===== config.mk =====
export PLATFORM = sky130hd
export DESIGN_NAME = telemetry_frame_stuffer
export DESIGN_NICKNAME = d
export VERILOG_FILES = /design/src/rtl/core/tfs_pkg.sv /design/src/rtl/core/telemetry_frame_stuffer.sv
export SDC_FILE = /design/constraint.sdc
export NUM_CORES = 1
export LEC_CHECK = 0
export ABC_AREA = 1
export BUFFER_PORTS_ARGS = -buffer_cell sky130_fd_sc_hd__buf_2
export CELL_PAD_IN_SITES_DETAIL_PLACEMENT = 1
export CELL_PAD_IN_SITES_GLOBAL_PLACEMENT = 1
export CORE_MARGIN = 10
export CORE_UTILIZATION = 26
export DETAILED_ROUTE_END_ITERATION = 10
export PLACE_DENSITY_LB_ADDON = 0.1
export SLEW_MARGIN = 15
export SYNTH_ARGS = -nofsm -noshare
export SYNTH_HDL_FRONTEND = slang
export SYNTH_SLANG_ARGS = --single-unit
export TNS_END_PERCENT = 10

===== constraint.sdc =====
create_clock -name clock -period 2.9 [get_ports clock]
set_input_delay 0.58 -clock clock [delete_from_list [all_inputs] [get_ports clock]]
set_output_delay 0.58 -clock clock [all_outputs]
set_load 0.005 [all_outputs]

===== src/rtl/core/tfs_pkg.sv =====
// ----------------------------------------------------------------------------
// tfs_pkg
// Types and constants of the telemetry frame stuffer.
// ----------------------------------------------------------------------------
`timescale 1ns / 1ps
`default_nettype none

package tfs_pkg;

   typedef logic [7:0] byte_type;

   // Bytes per packet, identifier included (2..8)
   localparam int PACKET_BYTES = 8;

   // Position of the last byte of a packet
   localparam logic [2:0] LAST_POS = 3'(PACKET_BYTES - 1);

   // Framing codes
   localparam byte_type FLAG_BYTE = 8'h7E;
   localparam byte_type ESC_BYTE  = 8'h7D;
   localparam byte_type ESC_XOR   = 8'h20;

   // Result kinds
   localparam logic KIND_WIRE    = 1'b0;
   localparam logic KIND_TRIGGER = 1'b1;

   // Results one byte can cause at most
   localparam int PEND_DEPTH = 4;

   typedef struct packed {
      byte_type data;
      logic     kind;
   } entry_type;

endpackage

`default_nettype wire


===== src/rtl/core/telemetry_frame_stuffer.sv =====
// ----------------------------------------------------------------------------
// telemetry_frame_stuffer
// Byte-stuffed packet framer with an end-around-carry checksum trailer.
// ----------------------------------------------------------------------------
// Each packet of PACKET_BYTES bytes arrives one byte per transfer. The first
// byte (device identifier) is held and yields no output. Every later byte
// goes out escaped (0x7E/0x7D become 0x7D, byte ^ 0x20) and is summed into an
// 8-bit ones-complement checksum. After the last byte the block sends the
// inverted checksum unescaped, then the identifier with tuser set. tlast marks
// the final output caused by each input byte. An input byte passes through an
// input register and a four-entry result list into the output register. The
// output register sends one result per cycle while rsp_tready is high. A held
// byte is processed only when the list is empty or its last entry leaves, so
// a byte that yields several results holds back the next input until then.
`timescale 1ns / 1ps
`default_nettype none

module telemetry_frame_stuffer (
   input  wire logic              clock,
   input  wire logic              reset,
   input  wire logic              req_tvalid,
   output logic                   req_tready,
   input  wire tfs_pkg::byte_type req_tdata,   // [7:0] data_byte
   output logic                   rsp_tvalid,
   input  wire logic              rsp_tready,
   output tfs_pkg::byte_type      rsp_tdata,   // [7:0] out_byte
   output logic                   rsp_tuser,   // [0] out_kind
   output logic                   rsp_tlast    // run_last
);

   import tfs_pkg::*;

   // Input register
   logic      in_valid_ff, in_valid_in;
   byte_type  in_byte_ff, in_byte_in;

   // Packet state
   logic [2:0] pos_ff, pos_in;
   byte_type   sum_ff, sum_in;
   byte_type   id_ff, id_in;

   // Pending result list
   entry_type  pend_ff [PEND_DEPTH];
   entry_type  pend_in [PEND_DEPTH];
   logic [2:0] pend_cnt_ff, pend_cnt_in;

   // Output register
   logic      rsp_valid_ff, rsp_valid_in;
   byte_type  rsp_data_ff, rsp_data_in;
   logic      rsp_user_ff, rsp_user_in;
   logic      rsp_last_ff, rsp_last_in;

   // Handshake control
   logic out_free;
   logic pop;
   logic take;

   // Byte processing
   logic       is_stuff;
   logic       is_last;
   logic [8:0] sum_wide;
   byte_type   sum_next;
   byte_type   csum;
   logic [2:0] load_cnt;

   assign out_free = !rsp_valid_ff || rsp_tready;
   assign pop      = out_free && (pend_cnt_ff != 3'd0);
   assign take     = in_valid_ff &&
                     ((pend_cnt_ff == 3'd0) || ((pend_cnt_ff == 3'd1) && pop));
   assign req_tready = !in_valid_ff || take;

   // Escape test, end-around-carry sum and trailer
   assign is_stuff = (in_byte_ff == FLAG_BYTE) || (in_byte_ff == ESC_BYTE);
   assign is_last  = (pos_ff >= LAST_POS);
   assign sum_wide = {1'b0, sum_ff} + {1'b0, in_byte_ff};
   assign sum_next = sum_wide[7:0] + {7'd0, sum_wide[8]};
   assign csum     = ~sum_next;
   assign load_cnt = (is_stuff ? 3'd2 : 3'd1) + (is_last ? 3'd2 : 3'd0);

   always_comb begin
      in_valid_in  = in_valid_ff;
      in_byte_in   = in_byte_ff;
      pos_in       = pos_ff;
      sum_in       = sum_ff;
      id_in        = id_ff;
      pend_in      = pend_ff;
      pend_cnt_in  = pend_cnt_ff;
      rsp_valid_in = rsp_valid_ff;
      rsp_data_in  = rsp_data_ff;
      rsp_user_in  = rsp_user_ff;
      rsp_last_in  = rsp_last_ff;

      // Load the output register from the head of the list
      if (out_free) begin
         rsp_valid_in = (pend_cnt_ff != 3'd0);
         rsp_data_in  = pend_ff[0].data;
         rsp_user_in  = pend_ff[0].kind;
         rsp_last_in  = (pend_cnt_ff == 3'd1);
      end

      // Advance the list
      if (pop) begin
         for (int i = 0; i < PEND_DEPTH - 1; i++) begin
            pend_in[i] = pend_ff[i + 1];
         end
         pend_cnt_in = pend_cnt_ff - 3'd1;
      end

      // Process the held byte
      if (take) begin
         if (pos_ff == 3'd0) begin
            id_in       = in_byte_ff;
            sum_in      = 8'h00;
            pos_in      = 3'd1;
            pend_cnt_in = 3'd0;
         end else begin
            pend_in[0].data = is_stuff ? ESC_BYTE : in_byte_ff;
            pend_in[0].kind = KIND_WIRE;
            pend_in[1].data = is_stuff ? (in_byte_ff ^ ESC_XOR) : csum;
            pend_in[1].kind = KIND_WIRE;
            pend_in[2].data = is_stuff ? csum : id_ff;
            pend_in[2].kind = is_stuff ? KIND_WIRE : KIND_TRIGGER;
            pend_in[3].data = id_ff;
            pend_in[3].kind = KIND_TRIGGER;
            pend_cnt_in     = load_cnt;
            if (is_last) begin
               pos_in = 3'd0;
               sum_in = 8'h00;
               id_in  = 8'h00;
            end else begin
               pos_in = pos_ff + 3'd1;
               sum_in = sum_next;
            end
         end
      end

      // Capture the next input transfer
      if (req_tvalid && req_tready) begin
         in_valid_in = 1'b1;
         in_byte_in  = req_tdata;
      end else if (take) begin
         in_valid_in = 1'b0;
      end
   end

   // Control registers
   always_ff @(posedge clock) begin
      if (reset) begin
         in_valid_ff  <= 1'b0;
         pos_ff       <= 3'd0;
         sum_ff       <= 8'h00;
         id_ff        <= 8'h00;
         pend_cnt_ff  <= 3'd0;
         rsp_valid_ff <= 1'b0;
      end else begin
         in_valid_ff  <= in_valid_in;
         pos_ff       <= pos_in;
         sum_ff       <= sum_in;
         id_ff        <= id_in;
         pend_cnt_ff  <= pend_cnt_in;
         rsp_valid_ff <= rsp_valid_in;
      end
   end

   // Payload registers
   always_ff @(posedge clock) begin
      in_byte_ff  <= in_byte_in;
      pend_ff     <= pend_in;
      rsp_data_ff <= rsp_data_in;
      rsp_user_ff <= rsp_user_in;
      rsp_last_ff <= rsp_last_in;
   end

   assign rsp_tvalid = rsp_valid_ff;
   assign rsp_tdata  = rsp_data_ff;
   assign rsp_tuser  = rsp_user_ff;
   assign rsp_tlast  = rsp_last_ff;

endmodule

`default_nettype wire


==> results by group, run 1 <==
Detailed routing
  – Total number of vias: 3043
  – Wirelength, routed: 11300 um
  – Per-cell via count in the routed design: 4.69
  – DRC violation count after routing: 0
  – Final ANT Viol Nets: 0
  – Per-cell routed wire length: 17.4 um
  – First-pass iteration count of the detailed router: 4
  – 1st-iter DRT viols: 125

Cells and area
  – Fill cell count: 1674
  – Ratio of cells with drive above 1 in the final layout: 0.158
  – Final Net Count: 494
  – Number of inserted diodes: 0
  – Layout Area Growth over Synthesis: 18.6%
  – Sequential cell area: 0.00180 mm^2
  – Multi-input combinational cell area: 0.00163 mm^2

Clock tree
  – Clock latency reported for the late side of the worst-skew pair: 0.35 ns
  – Clk sinks: 77
  – Quantity of hold-fixing buffers added after cts: 0
  – H-tree depth reported by CTS: 3
  – Number of buffers created by CTS: 9
  – Clock Path Buffers: 2
  – Root buffer cell: clkbuf_16
  – TritonCTS clock tree: yes
  – Clock input transition at the sequential cells of the worst setup and hold paths: 0.06 ns

Critical path
  – Launch point of the worst reg-to-reg path: in_byte_ff[0]
  – Kind of critical path: flop to flop
  – Worst path required time: 3.13 ns
  – Largest driver fanout on the critical path: 4
  – Critical Path Source Type: flop
  – Source of the critical timing path: in_byte_ff[0]
  – Arr. time, crit path: 2.86 ns
  – Worst setup EP type: flop

Synth
  – Number of cells produced by synthesis: 434
  – Yosys warning count: 0
  – Flip-flop and latch count after synthesis: 77
  – Syn Area/Cell: 8.49 um^2
  – Dominant cell type by area after synthesis: dfxtp_1
  – Async SR Flop Fraction: 0
  – Top cells by area in the synthesized netlist: dfxtp_1 (28%), edfxtp_1 (21%), nand2_1 (10%), nand3_1 (6.9%), inv_1 (5.9%)
  – Number of distinct library cell variants in the gate-level netlist after synthesis: 37
  – Most instantiated flip-flop cell in the synthesis netlist: dfxtp_1
  – Count of flip-flops with a built-in enable after synthesis: 26
  – Synthesized netlist net count: 464
  – Sequential element share of the synthesized area: 0.489
  – Top-area cell type share of the netlist area: 0.277
  – Area of the mapped netlist: 0.00369 mm^2

Job
  – Count of maximum capacitance violations: 0

Power
  – Cell Pwr Density: 983 mW/mm^2
  – Maximum ir drop on the vdd rail: 262 uV
  – Leakage: 1.94 nW

Global routing
  – Via count of the first global-routing pass: 3162
  – First-pass GRT wire length: 18000 um
  – Initial antenna violation count: 0
  – Overflow left after global routing: 0
  – Largest net degree at the start of global routing: 32
  – Combined global-route utilization of all metal layers: 0.119

Die
  – Die boundary width: 139 um
  – Initial Util: 0.266
  – Io pins: 24
  – Height of the chip: 139 um
  – Number of standard-cell rows in the floorplan: 43
  – Die Outline Area: 0.0193 mm^2
  – Placeable core region: 0.0139 mm^2

Place
  – Gpl congestion: 0.801
  – DP Wirelength: 8180 um
  – PortBufs: 23

STA
  – Worst-margin pin slew: 0.565 ns
  – Setup violation total in the final timing report: 0
  – Slew Limit Fails: 0
  – Worst slew slack as a fraction of its limit: 0.622
  – Max Clock Freq: 380 MHz
  – Worst Hold Slack: 0.411 ns
  – Final period demand of the worst path: 2.63 ns
  – Worst clock skew: 0.00853 ns
  – Final hold vios: 0
  – Fraction of the cycle the final worst path needs: 0.907
  – Setup repair after global routing missed its margin: no
  – Sum Neg Setup Slack: 0 ns

Hold path
  – Startpoint of the worst hold path: req_tdata[0]
  – Path category of the worst min-delay check: input pin to flop

Outcome
  – Result of the run: completed
==> layer usage <==
layer	GRT usage	share of wire
met5	0	0
met4	0.0428	0.014
met3	0.0274	0.033
met2	0.183	0.45
met1	0.158	0.50
==> critical path, cell delays in order, from the launching register on <==
cell      delay [ns]
edfxtp_1        0.42
ha_1            0.27
fa_2            0.39
nand3_1         0.12
nand3_1         0.10
a21oi_1         0.16
o21bai_1        0.08
ha_1            0.21
ha_1            0.22
xor2_1          0.19
buf_4           0.16
o21ai_0         0.15
a21oi_1         0.05
==> sequential cells by signal, indices dropped and copies added, names as in the netlist <==
signal       count
pos_ff           3
in_byte_ff       8
pend_ff         35
in_valid_ff      1
sum_ff           8
rsp_tuser        1
pend_cnt_ff      3
rsp_tdata        8
id_ff            8
rsp_tlast        1
rsp_tvalid       1
==> kinds of logic (layout without fill, tap and decap cells) <==
| group | count (synthesis) | count (layout) | synth area share |
|---|---|---|---|
| xor+xnor | 3 | 3 | 0.00713 |
| compound gates | 69 | 69 | 0.116 |
| fa+ha+maj | 18 | 18 | 0.0631 |
| mux | 4 | 4 | 0.0115 |
| simple gates | 188 | 188 | 0.230 |
| flops | 77 | 77 | 0.489 |
| buf+inv | 75 | 110 | 0.0828 |
==> metrics by stage <==
stage               setup slack, ns  instances  cell area, um^2  utilization  power (mW)
detailed placement            0.190        630             4010        0.289        3.19
global placement              0.219        630             4010        0.289        3.16
floorplan                     0.475        434             3690            -        2.68
CTS                           0.170        646             4300        0.310        4.34
finish                        0.269        649             4370        0.315        4.30
global route                 0.0274        649             4370        0.315        4.64
==> cell usage after synthesis, types with 3 or more instances <==
library cell,count
nand2_2,3
nand3_1,51
o21ai_0,16
nor2_1,22
a31oi_1,8
o211ai_1,3
dfxtp_1,51
edfxtp_1,26
a32oi_1,6
buf_2,3
o22ai_1,4
clkbuf_1,9
a21oi_1,23
nand2_1,100
inv_1,58
ha_1,17
nand4_1,5
==> what timing repair did <==
action / CTS / global route
endpoints found under the setup margin: 0 / 11
buffers inserted: 0 / 3
endpoints found under the hold margin: 0 / 0
resized for setup: 0 / 11
==> layout make-up <==
class,instances,area share
Multi-Input combinational cell,282,0.373
Inverter,61,0.0535
Tap cell,180,0.0515
Timing Repair Buffer,33,0.0435
Clock inverter,7,0.0152
Clock buffer,9,0.0515
Sequential cell,77,0.412
==> power by group <==
| group | internal [mW] | switching [mW] | leakage (nW) |
|---|---|---|---|
| Sequential | 1.50 | 0.170 | 0.683 |
| Combinational | 0.561 | 0.921 | 1.11 |
| Clock | 0.662 | 0.480 | 0.145 |
| Total | 2.72 | 1.57 | 1.94 |
==> worst paths after layout <==
| kind | slack, ns | depth (start not counted) | to |
|---|---|---|---|
| hold / removal | 0.41 | 1 | in_byte_ff[0] |
| setup reg to reg | 0.27 | 12 | pend_ff[12] |
| hold reg to reg | 0.43 | 0 | rsp_tdata[3] |
| setup / recovery | 0.27 | 12 | pend_ff[12] |
==> cell usage in the layout, fill, tap and decap left out, types with 8 or more instances in the layout <==
cell type  netlist  routed
a21oi_1         23      23
a31oi_1          8       8
buf_2            3      23
buf_4            0      10
clkbuf_16        0       9
dfxtp_1         51      51
edfxtp_1        26      26
ha_1            17      13
inv_1           58      58
nand2_1        100     100
nand3_1         51      50
nor2_1          22      20
o21ai_0         16      16
(Power assumes the default switching activity.)
==> run 2, diff against run 1 <==
--- a/config.mk
+++ b/config.mk
@@ -7,11 +7,13 @@
 export LEC_CHECK = 0
 export ABC_AREA = 1
 export BUFFER_PORTS_ARGS = -buffer_cell sky130_fd_sc_hd__buf_2
-export CELL_PAD_IN_SITES_DETAIL_PLACEMENT = 1
+export CELL_PAD_IN_SITES_DETAIL_PLACEMENT = 0
 export CELL_PAD_IN_SITES_GLOBAL_PLACEMENT = 1
 export CORE_MARGIN = 10
 export CORE_UTILIZATION = 26
 export DETAILED_ROUTE_END_ITERATION = 10
+export GPL_TIMING_DRIVEN = 0
+export HOLD_SLACK_MARGIN = 0.02
 export PLACE_DENSITY_LB_ADDON = 0.1
 export SLEW_MARGIN = 15
 export SYNTH_ARGS = -nofsm -noshare
==> results by group, run 2 (synthesized netlist as in run 1, its figures left out) <==
Clock tree
  – Clock input transition at the sequential cells of the worst setup and hold paths: 0.06 ns (about the same)
  – Quantity of hold-fixing buffers added after cts: 0 (unchanged)
  – Root buffer cell: clkbuf_16
  – Clk sinks: 77 (unchanged)
  – H-tree depth reported by CTS: 3 (unchanged)
  – TritonCTS clock tree: yes
  – Number of buffers created by CTS: 9 (unchanged)
  – Clock latency reported for the late side of the worst-skew pair: 0.34 ns (about the same)
  – Clock Path Buffers: 2 (unchanged)

Die
  – Io pins: 24 (unchanged)
  – Number of standard-cell rows in the floorplan: 43 (unchanged)
  – Height of the chip: 139 um (unchanged)
  – Placeable core region: 0.0139 mm^2 (unchanged)
  – Die boundary width: 139 um (unchanged)
  – Die Outline Area: 0.0193 mm^2 (unchanged)
  – Initial Util: 0.266 (unchanged)

Power
  – Maximum ir drop on the vdd rail: 330 uV (+26%)
  – Leakage: 1.95 nW (+0.55%)
  – Cell Pwr Density: 991 mW/mm^2 (+0.79%)

STA
  – Max Clock Freq: 371 MHz (-2.4%)
  – Worst clock skew: 0.0150 ns (+0.00644 ns)
  – Final period demand of the worst path: 2.70 ns (+0.0656 ns)
  – Post-layout worst setup margin: 0.204 ns (-0.0656 ns)
  – Sum Neg Setup Slack: 0 ns (unchanged)
  – Worst slew slack as a fraction of its limit: 0.285 (-0.337)
  – Setup violation total in the final timing report: 0 (unchanged)
  – Worst Hold Slack: 0.410 ns (-0.00147 ns)
  – Worst-margin pin slew: 1.07 ns (+0.507 ns)
  – Final hold vios: 0 (unchanged)
  – Fraction of the cycle the final worst path needs: 0.930 (+0.0226)
  – Slew Limit Fails: 0 (unchanged)

Cells and area
  – Most frequent cells in the layout: nand2_1 (99), inv_1 (58), dfxtp_1 (51)
  – Final design area excluding fillers: 0.00448 mm^2 (+2.5%)
  – Ratio of cells with drive above 1 in the final layout: 0.161 (+0.00364)
  – Final Net Count: 502 (+1.6%)
  – Multi-input combinational cell area: 0.00168 mm^2 (+3.4%)
  – Most frequent standard cell in the layout excluding fill and tap cells: nand2_1
  – Core Util, Final: 0.323 (+0.00802)
  – Most flops, register: pend_ff
  – Fill cell count: 1494 (-11%)
  – Number of inserted diodes: 0 (unchanged)
  – Number of flip-flops in the largest register: 35 (unchanged)
  – Sequential cell area: 0.00180 mm^2 (unchanged)
  – Layout Area Growth over Synthesis: 21.6%

Place
  – Worst-case setup slack after placement: -0.277 ns (-0.467 ns)
  – PortBufs: 22 (-4.3%)
  – DP Wirelength: 7990 um (-2.3%)
  – Gpl congestion: 0.816 (+1.9%)
  – Placement Cell Area: 0.00402 mm^2 (+0.34%)

Global routing
  – Initial antenna violation count: 0 (unchanged)
  – Largest net degree at the start of global routing: 20 (-38%)
  – Via count of the first global-routing pass: 3045 (-3.7%)
  – First-pass GRT wire length: 17300 um (-3.4%)
  – Overflow left after global routing: 0 (unchanged)
  – Combined global-route utilization of all metal layers: 0.115 (-0.00352)

Job
  – Count of maximum capacitance violations: 0 (unchanged)

Critical path
  – Kind of critical path: flop to flop
  – Worst setup EP type: flop
  – Arr. time, crit path: 2.95 ns (+0.09 ns)
  – Worst path required time: 3.16 ns (+0.03 ns)
  – Number of buffers and inverters on the critical path: 0 (-1)
  – Kind of cell with the highest combined delay on the critical path: adder cells
  – Critical Path Source Type: flop
  – Master of the slowest instance on the critical path: edfxtp_1
  – Largest driver fanout on the critical path: 4 (unchanged)
  – Critical Path Max Stage Delay: 0.43 ns (about the same)
  – Critical path, cell by cell: ha_2 > fa_2 > nand3_1 > nand3_1 > a21oi_1 > o21bai_1 > ha_2 > ha_2 > xor2_2 > nor2_1 > a31oi_1
  – Cell repeated most along the worst path: ha_2

Detailed routing
  – Wirelength, routed: 11100 um (-1.6%)
  – Per-cell routed wire length: 16.9 um (-2.8%)
  – Per-cell via count in the routed design: 4.56 (-2.7%)
  – 1st-iter DRT viols: 128 (+2.4%)
  – DRC violation count after routing: 0 (unchanged)
  – Final ANT Viol Nets: 0 (unchanged)
  – Total number of vias: 2998 (-1.5%)
  – First-pass iteration count of the detailed router: 4 (unchanged)

Hold path
  – Path category of the worst min-delay check: input pin to flop

Outcome
  – Result of the run: completed
[run 2: cell count changes in the layout (fill, tap and decap cells not counted), moves of 2 or more]
cell / delta
buf_2: +2
clkinv_2: -3
buf_4: -5
clkbuf_1: +11
ha_2: +2
buf_6: +2
ha_1: -3
[run 2: stage by stage]
step / total power [mW] / std cells
floorplan: 2.68 / 434
global placement: 3.19 / 636
detailed placement: 3.19 / 636
CTS: 4.45 / 655
global route: 4.78 / 657
finish: 4.44 / 657
[run 2: worst paths after layout]
| check | start | to | slack (ns) | depth (start not counted) |
|---|---|---|---|---|
| max | in_byte_ff[0] | pend_ff[21] | 0.20 | 11 |
| min | req_tdata[1] | in_byte_ff[1] | 0.41 | 1 |
| max reg2reg | in_byte_ff[0] | pend_ff[21] | 0.20 | 11 |
| min reg2reg | id_ff[5] | pend_ff[6] | 0.43 | 0 |
[run 2: where the power goes]
group	switching, mW	internal, mW
combinational	0.965	0.577
clock	0.456	0.777
sequential	0.165	1.50
[run 2: layout make-up]
cell class	instances	area share
buffer	14	0.0159
clock buffer	12	0.0550
clock inverter	4	0.0162
inverter	61	0.0522
multi-input combinational	282	0.376
sequential	77	0.402
tap	180	0.0502
timing repair buffer	27	0.0329
[run 2: repair_timing]
action                     CTS  global route
resized for setup            2            20
setup buffers                3             2
gates cloned                 0             0
pin swaps                    0             5
setup endpoints to repair   11            15
[run 2: layer usage]
layer	global-route usage	up-vias	part of all wire
met3	0.0257	8	0.026
li1	-	1532	-
met2	0.194	34	0.48
met1	0.143	1424	0.49
met5	0	-	0
met4	0.0346	0	0.011
